===== config.mk =====
export PLATFORM = sky130hd
export DESIGN_NAME = cec_div_cell
export DESIGN_NICKNAME = d
export VERILOG_FILES = /design/src/rtl/cec_pkg.sv /design/src/rtl/cec_div_cell.sv
export SDC_FILE = /design/constraint.sdc
export NUM_CORES = 1
export LEC_CHECK = 0
export BUFFER_PORTS_ARGS = -buffer_cell sky130_fd_sc_hd__buf_2
export CORE_UTILIZATION = 35
export CTS_BUF_LIST = sky130_fd_sc_hd__clkbuf_16
export DETAILED_ROUTE_END_ITERATION = 10
export GPL_TIMING_DRIVEN = 0
export PLACE_DENSITY_LB_ADDON = 0.2
export SLEW_MARGIN = 20
export SYNTH_ARGS = -nofsm -noshare
export SYNTH_HDL_FRONTEND = slang
export SYNTH_SLANG_ARGS = --single-unit

===== constraint.sdc =====
create_clock -name clk -period 7.44 [get_ports clk]
set_input_delay 0.372 -clock clk [delete_from_list [all_inputs] [get_ports clk]]
set_output_delay 0.372 -clock clk [all_outputs]
set_load 0.03 [all_outputs]

===== src/rtl/cec_pkg.sv =====
// shared constants for the complex envelope clipper
package cec_pkg;

  localparam int GAIN_BITS = 16;
  localparam int GAIN_FRAC = 12;
  localparam logic [GAIN_BITS-1:0] GAIN_RESET = 16'd4096;

  localparam int CFG_INDEX_BITS = 1;
  localparam logic [CFG_INDEX_BITS-1:0] REG_RUN_ENABLE = 1'd0;
  localparam logic [CFG_INDEX_BITS-1:0] REG_LINEAR_GAIN = 1'd1;

  // handshake toward the next cell
  typedef struct packed {
    logic valid;
  } hs_t;

endpackage


===== src/rtl/cec_div_cell.sv =====
// one quotient bit of the pipelined restoring divider
module cec_div_cell
  import cec_pkg::*;
#(
  parameter int W = 16,
  parameter int K = 0
) (
  input  logic           clk,
  input  logic           rst,
  input  hs_t            up,
  output logic           up_ready,
  input  logic [2*W:0]   rem_in,
  input  logic [W:0]     q_in,
  input  logic [W-1:0]   mag_in,
  input  logic [2*W-1:0] side_in,
  output hs_t            dn,
  input  logic           dn_ready,
  output logic [2*W:0]   rem_out,
  output logic [W:0]     q_out,
  output logic [W-1:0]   mag_out,
  output logic [2*W-1:0] side_out
);

  logic         valid;
  logic [2*W:0] divisor;
  logic         take;

  assign up_ready = !valid || dn_ready;
  assign dn.valid = valid;
  assign divisor  = (2*W+1)'(mag_in) << K;
  assign take     = rem_in >= divisor;

  always_ff @(posedge clk) begin
    if (rst) begin
      valid <= 1'b0;
    end else if (up_ready) begin
      valid <= up.valid;
    end
  end

  always_ff @(posedge clk) begin
    if (up.valid && up_ready) begin
      mag_out  <= mag_in;
      side_out <= side_in;
      rem_out  <= take ? rem_in - divisor : rem_in;
      q_out    <= q_in | ((W+1)'(take) << K);
    end
  end

endmodule


==> out/results.tsv <==
metric	value	unit
antenna violations before repair	0	
largest net degree at the start of global routing	57	
Crit Reg-Reg Startpoint	dn	
final WL	10900	µm
max_slew headroom	58.2	%
register area	0.00296	mm²
Hold Path Origin	rst	
biggest area consumer among synthesized cells	edfxtp_1	
row count	41	
Antenna Nets Post-Route	0	
Net count, final	651	
critical path class	input pin to flip-flop	
number of port buffers	201	
CTS root buffer	clkbuf_16	
Max-cap violations	0	
Seq/Total Area, Yosys	65.7	%
commonest register cell after synthesis	edfxtp_1	
reg-to-reg endpoint	rem_out[9]	
Total Neg Setup Slack	0	ns
Setup Buffers After CTS	0	
total gr overflow	0	
Worst Skew	0.00664	ns
number of inserted diodes	0	
PD cells	238	mW/mm²
layout cell share with drive strength beyond 1	45.4	%
die area	0.0133	mm²
DP HPWL	8400	µm
VDD IR max	0.0924	mV
Longest Clk Path Bufs	2	
area delta synth->final	35.0	%
initial DRC count	170	
Die H	115	µm
async set-reset flop share out of synthesis	0	%
clock network power share	34.9	%
CTS H-tree lvls	3	
vias per cell	4.69	
Die X	115	µm
Mapped Cells	319	
unrepaired setup endpoints after global routing	false	
Req. time, crit path	7.54	ns
PostCTS Resize Cnt	0	
Initial Util	35.9	%
reg2reg path depth	3	
Synth Area per Inst	14.1	µm²
DP Worst Slack	4.28	ns
Multi-input gate area	0.00144	mm²
Top Ports	202	
TritonRoute pass-1 iters	4	
Max Freq	357	MHz
Final Max Slew Viols	0	
Sw Ratio	27.2	%
final period utilization	37.6	%
core area	0.0126	mm²
Internal	0.00105	W
Final GP Congestion	0.860	
post-synth top area share	65.3	%
crit path DAT	2.90	ns
FILL cells	1137	
clock-pin slew on the worst setup and hold paths	0.07	ns
P_sw	0.000393	W
syn nets	438	
setup slack, reg-to-reg	5.75	ns
CTS Buf Count	9	
# DRC	0	
Post-synth EDFFs	98	
synth unique cells	53	
final hold viol count	0	
Hold Crit Class	input pin to flip-flop	
hold depth	2	
Synth Register Bits	99	
number of global-route vias before repair	3142	
total power draw	0.00145	W
first-pass GRT wire length	16000	µm
Overall Global Routing Usage	16.3	%
Combinational Power Share	18.7	%
minimum clock period	2.80	ns
most frequent cells in the layout	buf_2, edfxtp_1, a21oi_1	
WL/cell	15.4	µm
crit path max fanout	4	
LEAKAGE	2.61	nW
Slew @ Worst Pin	0.626	ns
CTS sink count	99	
endpoints failing setup	0	
hold buffer count at cts	0	
synthesized area	0.00451	mm²
vias	3328	
Ys Warns	0	
Final WS setup	4.64	ns
Worst setup SP type	input pin	
register share of total power	46.4	%
hold worst-path end	dn	
CP endpoint kind	flip-flop	
Skew-Pair Late Insertion Delay	0.34	ns
synth top area cells	edfxtp_1, ha_1, xnor2_1	
CTS tree	yes	
status	complete, no violations	
commonest non-fill, non-tap cell in the layout	buf_2	
[power groups by stage]
stage,Combinational (W),Clock (W),Sequential (W)
detailed placement,0.000271,0,0.000684
floorplan,0.0000958,0,0.000768
finish,0.000271,0.000506,0.000672
global route,0.000295,0.000534,0.000675
global placement,0.000266,0,0.000688
CTS,0.000273,0.000519,0.000672
[layer usage]
| metal | vias to the layer above | track usage, % | wire (µm) |
|---|---|---|---|
| met5 | - | 0 | 0 |
| met4 | 0 | 7.97 | 215 |
| met3 | 12 | 4.65 | 917 |
| met2 | 144 | 27.3 | 5300 |
| met1 | 1538 | 19.2 | 4480 |
| li1 | 1634 | - | - |
[critical path: stages]
cell and delay [ns]:
buf_2 0.10, inv_1 0.05, ha_1 0.18, inv_1 0.06, fa_1 0.40, a21o_1 0.20, a221oi_2 0.37, a22oi_1 0.23
a22oi_1 0.27, a21boi_0 0.37, nand3_1 0.15, xnor2_1 0.15
[how the worst max path moves through the flow]
stage / start / end / slack, ns / depth (start not counted)
floorplan: dn / mag_out[0] / 3.91 / 2
global placement: dn_ready / mag_out[3] / 3.21 / 3
detailed placement: rem_in[0] / rem_out[32] / 4.28 / 12
CTS: rem_in[0] / rem_out[32] / 4.64 / 12
global route: rem_in[0] / rem_out[32] / 4.47 / 12
finish: rem_in[0] / rem_out[32] / 4.64 / 12
[cell type report]
| type | count | area share [%] |
|---|---|---|
| buffer | 5 | 0.494 |
| clock buffer | 9 | 3.70 |
| clock inverter | 7 | 1.63 |
| inverter | 20 | 1.23 |
| multi-input combinational | 195 | 23.7 |
| sequential | 99 | 48.7 |
| tap | 172 | 3.54 |
| timing repair buffer | 202 | 17.0 |
[metrics by stage]
| step | util (%) | instance area [µm²] | hold slack, ns | cells |
|---|---|---|---|---|
| detailed placement | 45.8 | 5760 | 0.517 | 693 |
| floorplan | - | 4510 | 0.441 | 319 |
| finish | 48.4 | 6080 | 0.177 | 709 |
| global placement | 45.6 | 5730 | 0.485 | 692 |
| global route | 48.4 | 6080 | 0.180 | 709 |
| CTS | 48.4 | 6080 | 0.167 | 709 |
[Yosys cell counts (7+ instances only)]
cell type,instances
edfxtp_1,98
nand3_1,7
a21oi_1,23
o21ai_0,10
xnor2_1,18
mux2_2,7
xor2_1,11
inv_1,20
nor2_1,19
ha_1,16
a21o_1,10
nand2_1,11
[state kept, by name (all words and copies together) (netlist names)]
name	count
side_out	32
q_out	17
dn	1
rem_out	33
mag_out	16
[logic make-up (layout without fill, tap and decap cells)]
group                    after synthesis  in the layout  share of synthesized area, %
flip-flops                            99             99                          65.7
AND/OR/NAND/NOR                       81             81                          10.6
AO/OA/AOI/OAI                         61             61                          9.02
XOR/XNOR                              29             29                          5.64
multiplexers                           7              7                          1.75
buffers and inverters                 25            243                          2.33
adder cells (fa/ha/maj)               17             17                          4.89
Note: power is estimated with default switching activity, not from simulation.
