<file path="src/rtl/cec_pkg.sv">
// shared constants for the complex envelope clipper
package cec_pkg;

  localparam int GAIN_BITS = 16;
  localparam int GAIN_FRAC = 12;
  localparam logic [GAIN_BITS-1:0] GAIN_RESET = 16'd4096;

  localparam int CFG_INDEX_BITS = 1;
  localparam logic [CFG_INDEX_BITS-1:0] REG_RUN_ENABLE = 1'd0;
  localparam logic [CFG_INDEX_BITS-1:0] REG_LINEAR_GAIN = 1'd1;

  // handshake toward the next cell
  typedef struct packed {
    logic valid;
  } hs_t;

endpackage

</file>
<file path="src/rtl/cec_sqrt_cell.sv">
// one bit of the pipelined restoring square root
module cec_sqrt_cell
  import cec_pkg::*;
#(
  parameter int W = 16,
  parameter int K = 0
) (
  input  logic           clk,
  input  logic           rst,
  input  hs_t            up,
  output logic           up_ready,
  input  logic [2*W-1:0] x_in,
  input  logic [2*W-1:0] r_in,
  input  logic [2*W-1:0] side_in,
  output hs_t            dn,
  input  logic           dn_ready,
  output logic [2*W-1:0] x_out,
  output logic [2*W-1:0] r_out,
  output logic [2*W-1:0] side_out
);

  logic           valid;
  logic [2*W-1:0] bit_val;
  logic [2*W-1:0] trial;
  logic           take;

  assign up_ready = !valid || dn_ready;
  assign dn.valid = valid;
  assign bit_val  = (2*W)'(1) << (2*K);
  assign trial    = r_in + bit_val;
  assign take     = x_in >= trial;

  always_ff @(posedge clk) begin
    if (rst) begin
      valid <= 1'b0;
    end else if (up_ready) begin
      valid <= up.valid;
    end
  end

  always_ff @(posedge clk) begin
    if (up.valid && up_ready) begin
      side_out <= side_in;
      if (take) begin
        x_out <= x_in - trial;
        r_out <= (r_in >> 1) + bit_val;
      end else begin
        x_out <= x_in;
        r_out <= r_in >> 1;
      end
    end
  end

endmodule

</file>
<file path="config.mk">
export PLATFORM = sky130hd
export DESIGN_NAME = cec_sqrt_cell
export DESIGN_NICKNAME = d
export VERILOG_FILES = /design/src/rtl/cec_pkg.sv /design/src/rtl/cec_sqrt_cell.sv
export SDC_FILE = /design/constraint.sdc
export NUM_CORES = 1
export LEC_CHECK = 0
export BUFFER_PORTS_ARGS = -buffer_cell sky130_fd_sc_hd__buf_2
export CAP_MARGIN = 5
export CORE_MARGIN = 3
export CORE_UTILIZATION = 42
export DETAILED_ROUTE_END_ITERATION = 12
export PLACE_DENSITY = 0.72
export SYNTH_ARGS = -nofsm -noshare
export SYNTH_HDL_FRONTEND = slang
export SYNTH_SLANG_ARGS = --single-unit
</file>
<file path="constraint.sdc">
create_clock -name clk -period 6.63 [get_ports clk]
set_input_delay 1.326 -clock clk [delete_from_list [all_inputs] [get_ports clk]]
set_output_delay 1.326 -clock clk [all_outputs]
set_load 0.02 [all_outputs]
</file>
==> metrics.txt, run 1 <==
CTS tree=built; Async SR Flop Fraction=0%; Slew @ Worst Pin=0.861 ns; pin count of the biggest net entering global routing=63; DR vias/cell=5.37; PortBufs=197; gpl congestion=0.975; worst hold path class=register to register; number of synthesized flops with an enable pin=96; crit start category=primary input; die area=16600 um^2; # DRC=0; Hold Fails Final Rpt=0; core area=14600 um^2; syn_nets=746; Clock Skews=0.00716 ns; Bufs on Longest Clock Path=2; grt ovf=0; Fmax achieved=174 MHz; P&R area growth vs syn=21.5%; Die Ht=129 um; WP data arrival=5.87 ns; final setup margin=0.877 ns; peak supply drop=0.114 mV; layout cells sized above 1=30.3%; worst hold slack=0.532 ns; gr usage total=20.0%; die extent in x=129 um; clock share of power=29.5%; fin crit period=5.75 ns; max_slew headroom=42.6%; final net count=933; CTS sink count=97; vias in the first global route=4764; Finished Layout Cells=987; postcts setup bufs=0; global-route wire length before repair=25700 um; Final TNS setup=0 ns; Root Driver=clkbuf_16; DRT Pass-1 Iters=5; dpl ws=0.542 ns; Top FF cell, synth=edfxtp_1; initial antenna violation count=0; Initial DRC Count=324; combinational share of power=26.9%; post-route ant nets=0; Slew Viols, Final=0; Final HPWL DP=13500 um; Worst-Skew Late Latency=0.35 ns; area of the mapped netlist=6350 um^2; Critical Path Fanout Max=26; Synth Instances=611; CTS Hold Bufs=0; Crit path required time=6.74 ns; fin crit share=86.8%; Syn. warnings=0; Mean Syn Cell Area=10.4 um^2; CTS buffer count=9; Fill cells=1347; DP Cell Count=971; # setup viols final=0; post-synthesis sequential area ratio=45.7%; Post-CTS Resized=0; pwr dens=223 nW/um^2; final WL=17200 um; status=complete, no violations; Seq pwr share=43.6%; WS Path Type=primary input to register; max cap viols=0; antenna cells=0; register bit count reported by yosys=97; Ports=198; FP Rows=44; WL per Instance=17.4 um; LEAKAGE=0.00317 uW; clock-pin slew on the worst setup and hold paths=0.08 ns; Synth cell types=64; Critical Path Sink Type=register; H-tree levels=3; Switching Share=31.9%; Pint=1170 uW; via count=5305; Initial Util=43.3%; RSZ-0062 raised after global routing=no; P_sw=550 uW
-- registers in the layout, summed over array words and instances, names as in the netlist --
register	count
r_out	32
side_out	32
x_out	32
dn	1
-- metrics by stage --
step / total power (uW) / instance area (um^2) / utilization, %
2_1_floorplan: 1090 / 6350 / -
3_3_place_gp: 1220 / 7430 / 50.7
3_5_place_dp: 1220 / 7430 / 50.7
4_1_cts: 1730 / 7710 / 52.7
5_1_grt: 1800 / 7710 / 52.7
6_report: 1720 / 7710 / 52.7
-- cells in the final DEF (no fill, tap or decap), drive strengths merged, types with 2 or more instances in the layout --
cell type / n
nor2b: 3
mux2: 6
o21ai: 47
inv: 21
nand2b: 8
and4: 3
nor3b: 2
nor3: 16
xor2: 44
nand4b: 3
ha: 34
o211ai: 6
nand4: 14
a211oi: 3
a21oi: 38
nor4b: 2
edfxtp: 96
xnor2: 43
nand2: 74
o21bai: 2
nand3: 24
o31ai: 5
a211o: 2
and3: 7
clkbuf: 9
buf: 201
a31oi: 6
and2: 7
a21o: 13
nor2: 40
clkinv: 3
-- routing by layer --
| layer | share of wire [%] | track usage [%] |
|---|---|---|
| met3 | 7.3 | 3.49 |
| met1 | 42 | 25.9 |
| met4 | 1.8 | 6.79 |
| met2 | 49 | 33.9 |
| met5 | 0 | 0 |
-- cells in the mapped netlist, types with 13 or more instances --
cell / n / area (um^2)
buf_2: 13 / 65.1
ha_1: 34 / 425
inv_1: 17 / 63.8
nor2_1: 40 / 150
xnor2_1: 43 / 377
o21ai_0: 41 / 205
nand4_1: 14 / 87.6
edfxtp_1: 96 / 2880
a21oi_1: 36 / 180
xor2_1: 44 / 385
nand3_1: 24 / 120
nor3_1: 13 / 65.1
nand2_1: 74 / 278
-- power groups by stage --
| stage | sequential, uW | combinational, uW | clock (uW) |
|---|---|---|---|
| finish | 751 | 464 | 508 |
| global route | 756 | 506 | 538 |
| detailed placement | 765 | 460 | 0 |
| global placement | 764 | 456 | 0 |
| CTS | 752 | 462 | 519 |
| floorplan | 830 | 256 | 0 |
-- final timing paths --
check | start | slack (ns) | cells after the start | end
max reg2reg | dn | 4.65 | 3 | x_out[1]
max | r_in[1] | 0.88 | 17 | x_out[21]
min | dn | 0.53 | 2 | dn
min reg2reg | dn | 0.53 | 2 | dn
-- critical path, stage by stage --
cell	delay (ns)
buf_2	0.20
ha_1	0.24
nand3_1	0.17
nor3_1	0.44
nand2_1	0.13
nor2_1	0.36
nand3_1	0.15
nor2_1	0.13
xnor2_1	0.14
ha_1	0.34
a21oi_1	0.19
o21ai_1	0.12
a221oi_2	0.33
o211ai_2	0.16
a31oi_4	0.73
buf_4	0.34
mux2_2	0.35
-- cell families after synthesis --
| logic type | share of synthesized area (%) |
|---|---|
| xor gates and xnor gates | 12.0 |
| muxes | 1.22 |
| and+or+nand+nor | 16.6 |
| AOI/OAI and AO/OA | 13.8 |
| DFF | 45.7 |
| buffers and inverters | 3.63 |
| adders and majority gates | 7.02 |
-- cell type report --
type / count / area (um^2) / area share [%]
clock buffer: 9 / 225 / 2.92
clock inverter: 7 / 58.8 / 0.762
inverter: 17 / 63.8 / 0.827
multi-input combinational: 472 / 3220 / 41.7
sequential: 97 / 2900 / 37.6
tap: 184 / 230 / 2.98
timing repair buffer: 201 / 1020 / 13.2
No activity file was read; power rests on OpenSTA's default activity.
==> inputs of run 2 (changes only) <==
--- a/config.mk
+++ b/config.mk
@@ -11,6 +11,7 @@
 export CORE_UTILIZATION = 42
 export DETAILED_ROUTE_END_ITERATION = 12
 export PLACE_DENSITY = 0.72
+export RECOVER_POWER = 50
 export SYNTH_ARGS = -nofsm -noshare
 export SYNTH_HDL_FRONTEND = slang
 export SYNTH_SLANG_ARGS = --single-unit
==> run 2 against run 1 <==
  * The flow now finishes with violations (max-capacitance violations, max-slew violations)
  * Final cell count is the same
  * Sequential cell count unchanged
  * Worst hold slack worse by 0.0086 ns
  * Clock skew about the same
  * Register-to-register slack got worse by 1.3 ns
  * Maximum frequency shrank 0.27%
  * Sequential share of layout area is 0.51 points higher
  * Setup slack worse by 0.015 ns
  * Non-clock buffer count stayed put
  * First-iteration DRC count grew 1.9%
  * Clock power barely moved
  * Critical path depth shrank 1
==> metrics.txt, run 2 (synthesis results as in run 1) <==
die area=16600 um^2 (unchanged); final net count=933 (unchanged); Initial DRC Count=330 (was 324); P&R area growth vs syn=19.9% (was 21.5%); H-tree levels=3 (unchanged); max_slew headroom=-39.9% (was 42.6%); commonest non-fill, non-tap cell in the layout=buf_2 (unchanged); Hold Fails Final Rpt=0 (unchanged); layout cells sized above 1=20.2% (was 30.3%); Worst Min Path Start=dn (unchanged); PortBufs=197 (unchanged); status=complete, but fails checks (was complete, no violations); Post-CTS Resized=0 (unchanged); WP data arrival=5.88 ns (was 5.87 ns); Crit path required time=6.74 ns (about the same); crit start category=primary input (unchanged); biggest regs=r_out: 32 flops, side_out: 32 flops, x_out: 32 flops (unchanged); WHS Endpoint=dn (unchanged); final setup margin=0.862 ns (was 0.877 ns); fin crit period=5.77 ns (was 5.75 ns); Final TNS setup=0 ns (unchanged); WL per Instance=17.5 um (was 17.4 um); FP Rows=44 (unchanged); global-route wire length before repair=25700 um (unchanged); Worst-Skew Late Latency=0.36 ns (was 0.35 ns); core area=14600 um^2 (unchanged); worst hold slack=0.523 ns (was 0.532 ns); Fill cells=1391 (was 1347); Slew @ Worst Pin=2.10 ns (was 0.861 ns); CTS Hold Bufs=0 (unchanged); pwr dens=225 nW/um^2 (was 223 nW/um^2); CTS buffer count=9 (unchanged); gpl congestion=0.975 (unchanged); peak supply drop=0.114 mV (about the same); DRT Pass-1 Iters=6 (was 5); via count=5330 (was 5305); Clock Skews=0.00750 ns (was 0.00716 ns); post-route ant nets=0 (unchanged); gr usage total=20.0% (unchanged); Bufs on Longest Clock Path=2 (unchanged); CTS tree=built (unchanged); LEAKAGE=0.00295 uW (was 0.00317 uW); RR Endpoint=x_out[1] (unchanged); # setup viols final=0 (unchanged); Critical Path Fanout Max=26 (unchanged); Initial Util=43.3% (unchanged); Die Ht=129 um (unchanged); Ports=198 (unchanged); RR Startpoint=dn (unchanged); R2R depth=3 (unchanged); final WL=17200 um (about the same); worst hold path class=register to register (unchanged); dpl ws=0.542 ns (unchanged); Root Driver=clkbuf_16 (unchanged); # DRC=0 (unchanged); max cap viols=1 (was 0); final core occ=52.0% (was 52.7%); postcts setup bufs=0 (unchanged); clock-pin slew on the worst setup and hold paths=0.08 ns (about the same); RSZ-0062 raised after global routing=no (unchanged); WS Path Type=primary input to register (unchanged); fin crit share=87.0% (was 86.8%); grt ovf=0 (unchanged); reg2reg setup slack=3.40 ns (was 4.65 ns); Multi-input gate area=3210 um^2 (was 3220 um^2); Fmax achieved=173 MHz (was 174 MHz); CTS sink count=97 (unchanged); failing checks=max-capacitance violations, max-slew violations; most frequent cells in the layout=buf_2, edfxtp_1, clkbuf_1, nand2_1, xor2_1 (was buf_2, edfxtp_1, nand2_1, xor2_1, xnor2_1); Critical Path Sink Type=register (unchanged); DR vias/cell=5.40 (was 5.37); initial antenna violation count=0 (unchanged); hold depth=2 (unchanged); die extent in x=129 um (unchanged); vias in the first global route=4764 (unchanged); pin count of the biggest net entering global routing=63 (unchanged); Slew Viols, Final=36 (was 0); register area=2900 um^2 (unchanged); antenna cells=0 (unchanged); Final HPWL DP=13500 um (unchanged)
## run 2: cell types whose count changed in the layout (fill, tap and decap cells not counted)
cell | previous run | this run
buf_2 | 197 | 117
and2_4 | 1 | 0
and2_0 | 0 | 1
clkbuf_1 | 0 | 80
## run 2: worst max path at each step
stage | startpoint | to | slack, ns | depth (start not counted)
floorplan | r_in[1] | r_out[1] | 1.72 | 17
detailed placement | r_in[1] | x_out[21] | 0.54 | 17
finish | r_in[1] | x_out[21] | 0.86 | 16
CTS | r_in[1] | x_out[21] | 0.92 | 16
global route | r_in[1] | x_out[21] | 0.50 | 16
global placement | r_in[1] | x_out[21] | 0.59 | 16
## run 2: metal layers
metal	vias up	global-route usage (%)	share of wire, %
met5	-	0	0
met1	2485	25.9	42
li1	2600	-	-
met3	18	3.49	7.0
met4	0	6.79	1.7
met2	227	33.9	49
## run 2: stage by stage
stage / power (uW) / cells / instance area [um^2]
finish: 1710 / 987 / 7610
global route: 1790 / 987 / 7610
CTS: 1730 / 987 / 7710
detailed placement: 1220 / 971 / 7430
global placement: 1220 / 971 / 7430
floorplan: 1090 / 611 / 6350
## run 2: area by class of cell
class | instances | area share [%]
Timing Repair Buffer | 201 | 12.0
Clock buffer | 9 | 2.96
Tap cell | 184 | 3.02
Multi-Input combinational cell | 472 | 42.2
Clock inverter | 7 | 0.773
Sequential cell | 97 | 38.1
Inverter | 17 | 0.838
## run 2: power by group
part	internal, uW	switching (uW)
combinational	162	291
sequential	739	13.7
clock	261	247
## run 2: critical path, cell delays in order
cell and delay, ns:
buf_2 0.20, ha_1 0.24, nand3_1 0.17, nor3_1 0.44
nand4_1 0.28, nor2_1 0.23, nand2_1 0.14, nor3_1 0.20
xnor2_1 0.17, ha_1 0.37, a21oi_1 0.17, o21ai_0 0.16
a221o_1 0.39, a31oi_4 0.70, buf_4 0.34, mux2_2 0.35
==> inputs of run 3 (changes only) <==
--- a/config.mk
+++ b/config.mk
@@ -8,9 +8,10 @@
 export BUFFER_PORTS_ARGS = -buffer_cell sky130_fd_sc_hd__buf_2
 export CAP_MARGIN = 5
 export CORE_MARGIN = 3
-export CORE_UTILIZATION = 42
+export CORE_UTILIZATION = 50
 export DETAILED_ROUTE_END_ITERATION = 12
-export PLACE_DENSITY = 0.72
+export GPL_TIMING_DRIVEN = 0
+export PLACE_DENSITY = 0.82
 export RECOVER_POWER = 50
 export SYNTH_ARGS = -nofsm -noshare
 export SYNTH_HDL_FRONTEND = slang
==> run 3 against run 2 <==
  * The run still ends with max-capacitance violations, max-slew violations left
  * Sequential share of layout area shrank 0.56 points
  * Global-route usage grew 3.7 points
  * Setup slack lost 0.11 ns
  * Routed wire length is essentially flat
  * Maximum frequency shrank 1.9%
  * Cell area grew 1.5%
  * Clock power shrank 2%
==> metrics.txt, run 3 (synthesis results as in run 1) <==
Fill cells=1115 (was 1391); Hold Fails Final Rpt=0 (unchanged); global-route wire length before repair=26500 um (was 25700 um); failing checks=max-capacitance violations, max-slew violations (unchanged); final WL=17300 um (was 17200 um); dpl ws=0.500 ns (was 0.542 ns); register area=2900 um^2 (unchanged); Ports=198 (unchanged); biggest regs=r_out: 32 flops, side_out: 32 flops, x_out: 32 flops (unchanged); # DRC=0 (unchanged); H-tree levels=3 (unchanged); worst hold path class=register to register (unchanged); Initial DRC Count=383 (was 330); die area=14100 um^2 (was 16600 um^2); commonest non-fill, non-tap cell in the layout=buf_2 (unchanged); pwr dens=223 nW/um^2 (was 225 nW/um^2); Clock Skews=0.00667 ns (was 0.00750 ns); initial antenna violation count=1 (was 0); WL per Instance=17.4 um (was 17.5 um); Root Driver=clkbuf_16 (unchanged); Fmax achieved=170 MHz (was 173 MHz); Slew Viols, Final=23 (was 36); worst hold slack=0.536 ns (was 0.523 ns); reg2reg setup slack=4.20 ns (was 3.40 ns); gpl congestion=0.959 (was 0.975); Slew @ Worst Pin=1.63 ns (was 2.10 ns); Final HPWL DP=13400 um (was 13500 um); Area after DPL=7550 um^2 (was 7430 um^2); CTS buffer count=9 (unchanged); combinational share of power=27.4% (was 26.4%); Initial Util=52.0% (was 43.3%); WP data arrival=5.97 ns (was 5.88 ns); postcts setup bufs=0 (unchanged); Pint=1170 uW (was 1160 uW); WS Path Type=primary input to register (unchanged); cell area after layout=7720 um^2 (was 7610 um^2); clock-pin slew on the worst setup and hold paths=0.07 ns (was 0.08 ns); CTS tree=built (unchanged); pin count of the biggest net entering global routing=75 (was 63); Worst-Skew Late Latency=0.35 ns (was 0.36 ns); Final TNS setup=0 ns (unchanged); DRT Pass-1 Iters=6 (unchanged); clock share of power=29.0% (was 29.6%); status=complete, but fails checks (unchanged); Switching Share=32.1% (was 32.2%); P&R area growth vs syn=21.7% (was 19.9%); FP Rows=40 (was 44); core area=12200 um^2 (was 14600 um^2); crit start category=primary input (unchanged); Post-CTS Resized=0 (unchanged); final net count=951 (was 933); grt ovf=0 (unchanged); max_slew headroom=-9.04% (was -39.9%); LEAKAGE=0.00300 uW (was 0.00295 uW); RSZ-0062 raised after global routing=no (unchanged); P_sw=553 uW (was 552 uW); gr usage total=23.7% (was 20.0%); vias in the first global route=5161 (was 4764); peak supply drop=0.147 mV (was 0.114 mV); die extent in x=119 um (was 129 um); most frequent cells in the layout=buf_2, edfxtp_1, clkbuf_1, nand2_1, xor2_1 (unchanged); final core occ=63.3% (was 52.0%); CTS sink count=97 (unchanged); final setup margin=0.753 ns (was 0.862 ns); Bufs on Longest Clock Path=2 (unchanged); Critical Path Sink Type=register (unchanged); CTS Hold Bufs=0 (unchanged); via count=5396 (was 5330); DR vias/cell=5.45 (was 5.40); Crit path required time=6.72 ns (was 6.74 ns); # setup viols final=0 (unchanged); layout cells sized above 1=20.3% (was 20.2%); Die Ht=119 um (was 129 um); Multi-input gate area=3210 um^2 (unchanged); PortBufs=193 (was 197); fin crit period=5.88 ns (was 5.77 ns); Seq pwr share=43.6% (was 43.9%); Critical Path Fanout Max=10 (was 26); fin crit share=88.6% (was 87.0%); max cap viols=1 (unchanged); post-route ant nets=0 (unchanged)
run 3: cell types whose count changed in the layout (fill, tap and decap cells not counted), sizes merged:
cell      before  now
diode          0    1
clkbuf        89  103
clkinv         3    2
clkinvlp       0    2
buf          121  125
inv           21   20
run 3: power by group through the flow:
stage | Combinational [uW] | Sequential (uW) | Clock (uW)
finish | 473 | 751 | 500
global route | 517 | 756 | 526
CTS | 483 | 750 | 508
detailed placement | 480 | 763 | 0
global placement | 472 | 766 | 0
floorplan | 256 | 830 | 0
run 3: critical path, stage by stage:
cell and delay [ns]:
buf_2 0.22, ha_1 0.26, nand3_1 0.18, nor3_1 0.54
nand4_1 0.34, nor2_1 0.28, nand2_1 0.16, nor3_1 0.22
xnor2_1 0.20, ha_1 0.28, buf_2 0.18, a21oi_1 0.14
o21ai_0 0.19, a221o_1 0.41, a31oi_4 0.30, buf_6 0.20
buf_6 0.19, mux2_2 0.37
run 3: layout make-up:
class | count | share of cell area (%)
multi-input combinational | 472 | 41.6
sequential | 97 | 37.6
timing repair buffer | 194 | 11.4
clock buffer | 9 | 2.92
tap | 168 | 2.72
buffer | 25 | 2.15
inverter | 17 | 0.826
clock inverter | 7 | 0.777
antenna | 1 | 0.0324
run 3: path summary, 6_finish.rpt:
path | depth (start not counted) | end | startpoint
worst max-delay path | 18 | x_out[22] | r_in[1]
worst min-delay path | 2 | dn | dn
worst max register to register | 3 | x_out[0] | dn
worst min register to register | 2 | dn | dn
run 3: routing by layer:
layer  vias up  global-route usage, %  wire [um]
met5         -                      0          0
met4         0                   8.54        507
met3        34                   3.30       1090
met2       222                   40.1       8330
met1      2500                   31.1       7330
li1       2640                      -          -
run 3: per-stage QoR:
| stage | power, uW | std cells |
|---|---|---|
| CTS | 1740 | 989 |
| global placement | 1240 | 972 |
| finish | 1720 | 990 |
| global route | 1800 | 990 |
| detailed placement | 1240 | 973 |
| floorplan | 1090 | 611 |
